`config.mk`:
```
export PLATFORM = sky130hd
export DESIGN_NAME = ames_ctrl
export DESIGN_NICKNAME = d
export VERILOG_FILES = /design/src/rtl/core/ames_pkg.sv /design/src/rtl/core/ames_ctrl.sv
export SDC_FILE = /design/constraint.sdc
export NUM_CORES = 1
export LEC_CHECK = 0
export ABC_AREA = 1
export BUFFER_PORTS_ARGS = -buffer_cell sky130_fd_sc_hd__buf_2
export CORE_AREA = 2 2 39 41
export CTS_CLUSTER_SIZE = 16
export DETAILED_ROUTE_END_ITERATION = 8
export DIE_AREA = 0 0 41 43
export PLACE_DENSITY = 0.59
export SYNTH_ARGS = -nofsm -noshare
export SYNTH_HDL_FRONTEND = slang
export SYNTH_SLANG_ARGS = --single-unit
```
`constraint.sdc`:
```
create_clock -name clk -period 0.96 [get_ports clk]
set_input_delay 0.096 -clock clk [delete_from_list [all_inputs] [get_ports clk]]
set_output_delay 0.096 -clock clk [all_outputs]
set_load 0.02 [all_outputs]
```
`src/rtl/core/ames_pkg.sv`:
```
// Shared types and constants for the adjacency matrix edit store.
// No dependencies.
package ames_pkg;

  localparam int ROW_W  = 64;
  localparam int IDX_W  = 6;
  localparam int NODE_W = 7;
  localparam int EDGE_W = 13;
  localparam int CMD_W  = 3;
  localparam int ST_W   = 2;

  localparam logic [CMD_W-1:0] CMD_QUERY     = 3'd0;
  localparam logic [CMD_W-1:0] CMD_ADD_EDGE  = 3'd1;
  localparam logic [CMD_W-1:0] CMD_UNDO_EDGE = 3'd2;
  localparam logic [CMD_W-1:0] CMD_ADD_NODE  = 3'd3;
  localparam logic [CMD_W-1:0] CMD_UNDO_NODE = 3'd4;

  localparam logic [ST_W-1:0] ST_OK        = 2'd0;
  localparam logic [ST_W-1:0] ST_FULL      = 2'd1;
  localparam logic [ST_W-1:0] ST_UNDERFLOW = 2'd2;

  localparam logic CFG_CAPACITY = 1'b0;
  localparam logic CFG_DIRECTED = 1'b1;

  localparam logic [NODE_W-1:0] CAP_RESET = 7'd64;
  localparam logic [EDGE_W-1:0] EDGE_MAX  = 13'h1FFF;

  // controller -> datapath
  typedef struct packed {
    logic load;
    logic rd_s;
    logic wr_s;
    logic rd_t;
    logic wr_t;
    logic commit;
  } ames_cmd_t;

  // datapath -> controller
  typedef struct packed {
    logic edge_op;
    logic mirror_wr;
    logic out_free;
  } ames_sts_t;

endpackage

```
`src/rtl/core/ames_ctrl.sv`:
```
// Sequencer for the adjacency matrix edit store: steps in-range edge requests
// through row read, row and optional mirror update; all commit. Uses ames_pkg.
module ames_ctrl import ames_pkg::*; (
  input  logic      clk,
  input  logic      rst_n,
  input  logic      in_valid,
  output logic      in_ready,
  input  ames_sts_t sts,
  output ames_cmd_t cmd
);

  typedef enum logic [5:0] {
    S_IDLE = 6'b000001,
    S_RD_S = 6'b000010,
    S_EV_S = 6'b000100,
    S_RD_T = 6'b001000,
    S_EV_T = 6'b010000,
    S_FIN  = 6'b100000
  } state_t;

  state_t state_r, state_nxt;

  always_ff @(posedge clk) begin
    if (!rst_n) begin
      state_r <= S_IDLE;
    end else begin
      state_r <= state_nxt;
    end
  end

  always_comb begin
    state_nxt = state_r;
    cmd       = '0;
    in_ready  = 1'b0;
    case (state_r)
      S_IDLE: begin
        in_ready = 1'b1;
        if (in_valid) begin
          cmd.load  = 1'b1;
          state_nxt = S_RD_S;
        end
      end
      S_RD_S: begin
        if (sts.edge_op) begin
          cmd.rd_s  = 1'b1;
          state_nxt = S_EV_S;
        end else begin
          state_nxt = S_FIN;
        end
      end
      S_EV_S: begin
        cmd.wr_s  = 1'b1;
        state_nxt = sts.mirror_wr ? S_RD_T : S_FIN;
      end
      S_RD_T: begin
        cmd.rd_t  = 1'b1;
        state_nxt = S_EV_T;
      end
      S_EV_T: begin
        cmd.wr_t  = 1'b1;
        state_nxt = S_FIN;
      end
      S_FIN: begin
        if (sts.out_free) begin
          cmd.commit = 1'b1;
          state_nxt  = S_IDLE;
        end
      end
      default: begin
        state_nxt = S_IDLE;
      end
    endcase
  end

endmodule

```
==> results of run 1 <==
[path summary, 6_finish.rpt]
path	slack, ns	end	depth (start not counted)
max reg2reg	-0.24	state_r[0]	7
max	-0.32	cmd[0]	5
min	0.04	state_r[0]	2
min reg2reg	0.66	state_r[5]	3
[area by class of cell]
class / instances / area, sq um / share of cell area, %
clock buffers: 3 / 22.5 / 3.06
inverters: 16 / 70.1 / 9.52
well taps: 16 / 20.0 / 2.72
multi-input cells: 38 / 285 / 38.8
flip-flops and latches: 6 / 136 / 18.5
repair buffers: 22 / 201 / 27.4
[layout by cell type (no fill, tap or decap), drive strengths merged]
| cell | netlist | final |
|---|---|---|
| buf | 0 | 22 |
| nand3 | 7 | 7 |
| clkbuf | 0 | 3 |
| dfxtp | 6 | 6 |
| nand2 | 8 | 8 |
| nor3 | 3 | 3 |
| nand4 | 2 | 2 |
| inv | 16 | 16 |
| a21oi | 1 | 1 |
| nor2 | 17 | 17 |
[cell families (layout without fill, tap and decap cells)]
kind of cell,Yosys count,after routing,share of synthesized area [%]
buffers and inverters,16,41,16.1
AO/OA/AOI/OAI,1,1,1.34
AND/OR/NAND/NOR,37,37,50.5
flip-flops,6,6,32.1
[critical path, delay by kind of cell, from the launching register on]
family        cells  cell delay (ns)
buf+inv           2             0.20
flops             1             0.38
simple gates      3             0.36
[per-layer routing]
metal | part of all wire [%] | wire length (um) | global-route usage (%) | up-vias
met4 | 3.2 | 39 | 10.0 | 0
met3 | 4.5 | 55 | 3.14 | 7
met1 | 38 | 458 | 18.1 | 212
li1 | - | - | - | 235
met2 | 55 | 666 | 23.8 | 23
met5 | 0 | 0 | 0 | -
[power by group]
group / total [W] / leakage, nW / switching [W] / internal (W)
Sequential: 0.000277 / 0.0518 / 0.0000204 / 0.000257
Clock: 0.000237 / 0.0138 / 0.0000954 / 0.000142
Combinational: 0.000231 / 0.300 / 0.000125 / 0.000105
[per-stage QoR]
stage / setup WS, ns / total power (W) / instance area [sq um] / TNS, ns / instances
6_report: -0.324 / 0.000745 / 736 / -2.62 / 101
5_1_grt: -0.358 / 0.000787 / 736 / -3.33 / 101
4_1_cts: -0.284 / 0.000719 / 654 / -2.36 / 99
3_5_place_dp: -0.114 / 0.000422 / 484 / -0.425 / 91
3_3_place_gp: -0.0916 / 0.000419 / 484 / -0.380 / 91
2_1_floorplan: -0.00400 / 0.000374 / 382 / -0.00400 / 60
[what timing repair did]
action                                  4_1_cts  5_1_grt
hold buffers                                  0        0
pin swaps                                     7        4
setup buffers                                 5        2
resized for setup                            36       21
hold endpoints to repair                      0        0
endpoints found under the setup margin       11       13
==> key figures, run 1 <==
Worst setup path
  • Crit path cell chain: inv_1 -> nor2_1 -> nand2_2 -> nor2_2 -> buf_6
  • Crit Path Class: flop to output port
  • CP Capture Type: output port
  • CP Data Required Time: 0.86 ns
  • Worst r2r src: state_r[4]
  • CP max FO: 3
  • Worst path slowest cell: dfxtp_1
  • CP Launch Point: state_r[5]
  • Worst Path Arrival: 1.19 ns
  • CP peak stage delay: 0.38 ns
  • Startpoint types: flop

Synth
  • Count leader, synth: inv_1
  • Synth Cell Area: 374 sq um
  • Synth unique cells: 13
  • Register area share after synthesis: 32.1%
  • Post-synth EDFFs: 0
  • Post-synth top cells: inv_1, nor2_1, dfxtp_1, nand2_1, nand3_1
  • Post-Synthesis Cells: 60
  • Synth warn: 0
  • Mean post-synth cell area: 6.24 sq um
  • Top cells by area, synth: dfxtp_1, inv_1, nor2_1, nand3_1, nand2_1
  • Share of the synthesized area in the top cell type: 32.1%
  • Synthesized flop and latch total: 6
  • Post-Syn Nets: 66
  • Dominant register cell in the synthesized netlist: dfxtp_1
  • Post-synth ARST share: 0%
  • Cell taking the most area after synthesis: dfxtp_1

Global routing
  • Initial antenna violation count: 0
  • Gr usage total: 15.4%
  • Vias in the first global route: 451
  • Global-route wire length before repair: 1.79 mm
  • Grt total ovfl: 0
  • Maximum number of pins on one net before global-route repair: 7

Run
  • Max-cap violations: 0

Timing
  • Final WS setup: -0.324 ns
  • Relative slew margins: 82.7%
  • Max Clock Skew: 0.000944 ns
  • Maximum clock rate: 0.779 GHz
  • WHS: 0.0422 ns
  • # setup viols final: 13
  • Worst Max-Slew Pin Slew: 0.260 ns
  • Max Transition Viols Final: 0
  • Final Hold Viols: 0
  • RSZ-0062 raised after global routing: true
  • Tcrit/Tclk final: 134%
  • Min Tclk post-route: 1.28 ns

Finish
  • Final nets: 93
  • Antenna diodes: 0
  • Layout cells sized above 1: 72.9%
  • FILL cells: 122
  • Largest register by flop count: state_r
  • Largest register FFs: 6
  • Area growth from synthesis to layout: 96.7%
  • Largest regs: state_r (6)
  • Final Util: 53.2%

Floorplan
  • Initial Util: 27.0%
  • Row count: 14
  • I/O pins: 13
  • Die Span Y: 43 um
  • Die width: 41 um
  • Core area: 1380 sq um
  • Die Footprint: 1760 sq um

Clock network
  • CTS tree: yes
  • CTS Buf Count: 3
  • Clock Sinks: 6
  • CTS max path bufs: 2
  • Clock transition at path regs: 0.04 ns
  • CTS HTree Levels: 1
  • CTS Root Cell: clkbuf_4
  • Worst-Skew Late Latency: 0.25 ns

Route
  • WL/cell: 12.1 um
  • Initial DRT Pass Iterations: 4
  • Routed Antenna Nets: 0
  • Via/cell ratio: 4.72
  • Initial drt markers: 16
  • Via count: 477
  • Routed WL: 1.22 mm
  • # DRC: 0

Pwr
  • Peak supply drop: 501 uV
  • Leakage Power: 0.366 nW
  • Pwr/cell area: 1010 nW/um^2

Worst hold path
  • Hold WC Path Type: primary input to flop
  • Hold path startpoint: rst_n

Placed design
  • DP HPWL: 673 um
  • Placer congestion estimate: 0.766
  • I/O Buffers: 12

Run status
  • Outcome: finished, violations left
  • Failing checks: setup timing
(Power assumes the default switching activity.)
==> run 2, diff against run 1 <==
--- a/config.mk
+++ b/config.mk
@@ -5,13 +5,12 @@
 export SDC_FILE = /design/constraint.sdc
 export NUM_CORES = 1
 export LEC_CHECK = 0
-export ABC_AREA = 1
 export BUFFER_PORTS_ARGS = -buffer_cell sky130_fd_sc_hd__buf_2
 export CORE_AREA = 2 2 39 41
 export CTS_CLUSTER_SIZE = 16
 export DETAILED_ROUTE_END_ITERATION = 8
 export DIE_AREA = 0 0 41 43
-export PLACE_DENSITY = 0.59
+export PLACE_DENSITY = 0.57
 export SYNTH_ARGS = -nofsm -noshare
 export SYNTH_HDL_FRONTEND = slang
 export SYNTH_SLANG_ARGS = --single-unit
==> run 2 against run 1 <==
Net effect: the run still ends with setup timing left; register-to-register slack hardly changed; clock-buffer cell count stayed put; largest power group unchanged; combinational power is 11% lower; worst setup slack worse by 0.060 ns; first-iteration DRC count is 25% lower; cell area is 12% lower; utilization is 6.2 points lower; via count is 13% lower; sequential cell count stayed put; critical path type unchanged.
==> key figures, run 2 <==
Finish
  • Layout cells sized above 1: 67.6% (was 72.9%)
  • Final nets: 76 (was 93)
  • Largest register by flop count: state_r (unchanged)
  • Commonest non-fill, non-tap cells in the layout: buf_4, buf_2, buf_6 (was buf_6, inv_1, nor2_2)
  • Leading cell type in the layout, fill and taps excluded: buf_4 (was buf_6)
  • Area growth from synthesis to layout: 82.1% (was 96.7%)
  • Antenna diodes: 0 (unchanged)
  • Largest regs: state_r (6) (unchanged)
  • Largest register FFs: 6 (unchanged)
  • Final Util: 46.9% (was 53.2%)

Clock network
  • CTS max path bufs: 2 (unchanged)
  • CTS Root Cell: clkbuf_4 (unchanged)
  • CTS Hold Bufs: 0 (unchanged)
  • Clock transition at path regs: 0.05 ns (was 0.04 ns)
  • CTS tree: yes (unchanged)
  • Worst-Skew Late Latency: 0.24 ns (was 0.25 ns)
  • CTS Buf Count: 3 (unchanged)
  • CTS HTree Levels: 1 (unchanged)
  • Clock Sinks: 6 (unchanged)

Worst setup path
  • Worst path slowest cell: dfxtp_4 (was dfxtp_1)
  • CP Data Required Time: 0.86 ns (about the same)
  • Crit path cell chain: nor2b_1 -> and3_4 -> buf_2 (was inv_1 -> nor2_1 -> nand2_2 -> nor2_2 -> buf_6)
  • Worst Path Arrival: 1.25 ns (was 1.19 ns)
  • Worst R2R Setup Slack: -0.23 ns (was -0.24 ns)
  • CP max FO: 5 (was 3)
  • CP Launch Point: state_r[2] (was state_r[5])
  • Crit Path Class: flop to output port (unchanged)
  • Worst r2r src: state_r[1] (was state_r[4])
  • Crit-path leading delay family: simple AND/OR/NAND/NOR gates (was flip-flops)
  • Startpoint types: flop (unchanged)
  • CP peak stage delay: 0.39 ns (was 0.38 ns)
  • CP Capture Type: output port (unchanged)
  • Buffer and inverter count on the worst path: 1 (was 2)

Run
  • Max-cap violations: 0 (unchanged)

Synth
  • Register area share after synthesis: 33.7% (was 32.1%)
  • Post-Synthesis Cells: 43 (was 60)
  • Count leader, synth: dfxtp_1 (was inv_1)
  • Post-Syn Nets: 49 (was 66)
  • Synth unique cells: 22 (was 13)
  • Mean post-synth cell area: 8.29 sq um (was 6.24 sq um)
  • Post-synth EDFFs: 0 (unchanged)
  • Share of the synthesized area in the top cell type: 33.7% (was 32.1%)
  • Synth warn: 0 (unchanged)
  • Post-synth ARST share: 0% (unchanged)
  • Post-synth top cells: dfxtp_1, nor2_1, nor2b_1 (was inv_1, nor2_1, dfxtp_1, nand2_1, nand3_1)
  • Dominant register cell in the synthesized netlist: dfxtp_1 (unchanged)
  • Top cells by area, synth: dfxtp_1, nor2b_1, and2_1, nor4_4, and3_1 (was dfxtp_1, inv_1, nor2_1, nand3_1, nand2_1)
  • Cell taking the most area after synthesis: dfxtp_1 (unchanged)
  • Synthesized flop and latch total: 6 (unchanged)
  • Synth Cell Area: 357 sq um (was 374 sq um)

Timing
  • Maximum clock rate: 0.744 GHz (was 0.779 GHz)
  • Relative slew margins: 83.4% (was 82.7%)
  • Worst Max-Slew Pin Slew: 0.245 ns (was 0.260 ns)
  • Max Transition Viols Final: 0 (unchanged)
  • RSZ-0062 raised after global routing: true (unchanged)
  • Tcrit/Tclk final: 140% (was 134%)
  • # setup viols final: 13 (unchanged)
  • Final WS setup: -0.384 ns (was -0.324 ns)
  • Max Clock Skew: 0.00266 ns (was 0.000944 ns)
  • Final Hold Viols: 0 (unchanged)
  • Min Tclk post-route: 1.34 ns (was 1.28 ns)

Floorplan
  • Die Footprint: 1760 sq um (unchanged)
  • Row count: 14 (unchanged)
  • Die width: 41 um (unchanged)
  • Core area: 1380 sq um (unchanged)
  • Die Span Y: 43 um (unchanged)
  • Initial Util: 25.8% (was 27.0%)
  • I/O pins: 13 (unchanged)

Route
  • # DRC: 0 (unchanged)
  • Routed WL: 1.09 mm (was 1.22 mm)
  • WL/cell: 12.9 um (was 12.1 um)
  • Via count: 413 (was 477)
  • Routed Antenna Nets: 0 (unchanged)
  • Via/cell ratio: 4.92 (was 4.72)
  • Initial DRT Pass Iterations: 2 (was 4)
  • Initial drt markers: 12 (was 16)

Run status
  • Outcome: finished, violations left (unchanged)
  • Failing checks: setup timing (unchanged)

Pwr
  • Final Power: 0.000714 W (was 0.000745 W)
  • Pwr/cell area: 1100 nW/um^2 (was 1010 nW/um^2)
  • Leakage Power: 0.290 nW (was 0.366 nW)
  • Peak supply drop: 553 uV (was 501 uV)

Placed design
  • I/O Buffers: 12 (unchanged)
  • Placer congestion estimate: 0.729 (was 0.766)
  • DP HPWL: 687 um (was 673 um)

Global routing
  • Global-route wire length before repair: 1.66 mm (was 1.79 mm)
  • Gr usage total: 14.0% (was 15.4%)
  • Grt total ovfl: 0 (unchanged)
  • Vias in the first global route: 394 (was 451)
  • Maximum number of pins on one net before global-route repair: 8 (was 7)
  • Initial antenna violation count: 0 (unchanged)

Worst hold path
  • Hold WC Path Type: primary input to flop (unchanged)
  • Hold path startpoint: sts[1] (was rst_n)
-- run 2: cell count changes in the layout (fill, tap and decap cells not counted), sizes merged, moves of 2 or more --
cell / before / now
and2: 0 / 5
and3: 0 / 3
inv: 16 / 2
nand2: 8 / 1
nand3: 7 / 1
nand4: 2 / 0
nor2: 17 / 5
nor2b: 0 / 5
o21ai: 0 / 2
-- run 2: metal layers --
metal / wire, um / GRT usage (%)
met5: 0 / 0
met4: 0 / 5.33
met3: 67 / 8.38
met2: 570 / 20.9
met1: 448 / 15.7
-- run 2: timing repair --
item                       CTS  global route
buffers inserted             6             2
resized for setup           17             5
pin swaps                   10             4
setup endpoints to repair   13            13
-- run 2: final timing paths --
check / depth (start not counted) / endpoint
min: 2 / state_r[3]
max reg2reg: 5 / state_r[0]
min reg2reg: 3 / state_r[5]
max: 3 / cmd[3]
-- run 2: final cells by class --
cell class / count / area, sq um
Timing Repair Buffer: 22 / 174
Inverter: 2 / 7.51
Fill cell: 134 / 734
Tap cell: 16 / 20.0
Clock buffer: 3 / 22.5
Sequential cell: 6 / 138
Multi-Input combinational cell: 35 / 288
-- run 2: cell families (layout without fill, tap and decap cells) --
group / Yosys count / count (layout) / synth area share (%)
compound gates: 7 / 7 / 12.3
buf+inv: 2 / 27 / 2.11
flops: 6 / 6 / 33.7
mux: 1 / 1 / 2.81
simple gates: 27 / 27 / 49.1
-- run 2: stage by stage --
stage	setup WS (ns)	setup TNS [ns]	hold slack [ns]	area [sq um]	instances
global route	-0.444	-3.83	0.0933	649	84
CTS	-0.396	-3.05	0.0876	617	82
detailed placement	-0.197	-1.38	0.341	489	73
finish	-0.384	-3.23	0.0960	649	84
global placement	-0.199	-1.55	0.347	489	73
floorplan	-0.115	-0.481	0.214	394	43
-- run 2: report_power, final --
part	switching [W]	total [W]	internal, W	leakage, nW
clock network	0.0000920	0.000233	0.000141	0.0138
registers	0.0000206	0.000274	0.000254	0.0521
logic	0.0000850	0.000206	0.000121	0.224
total	0.000198	0.000714	0.000516	0.290
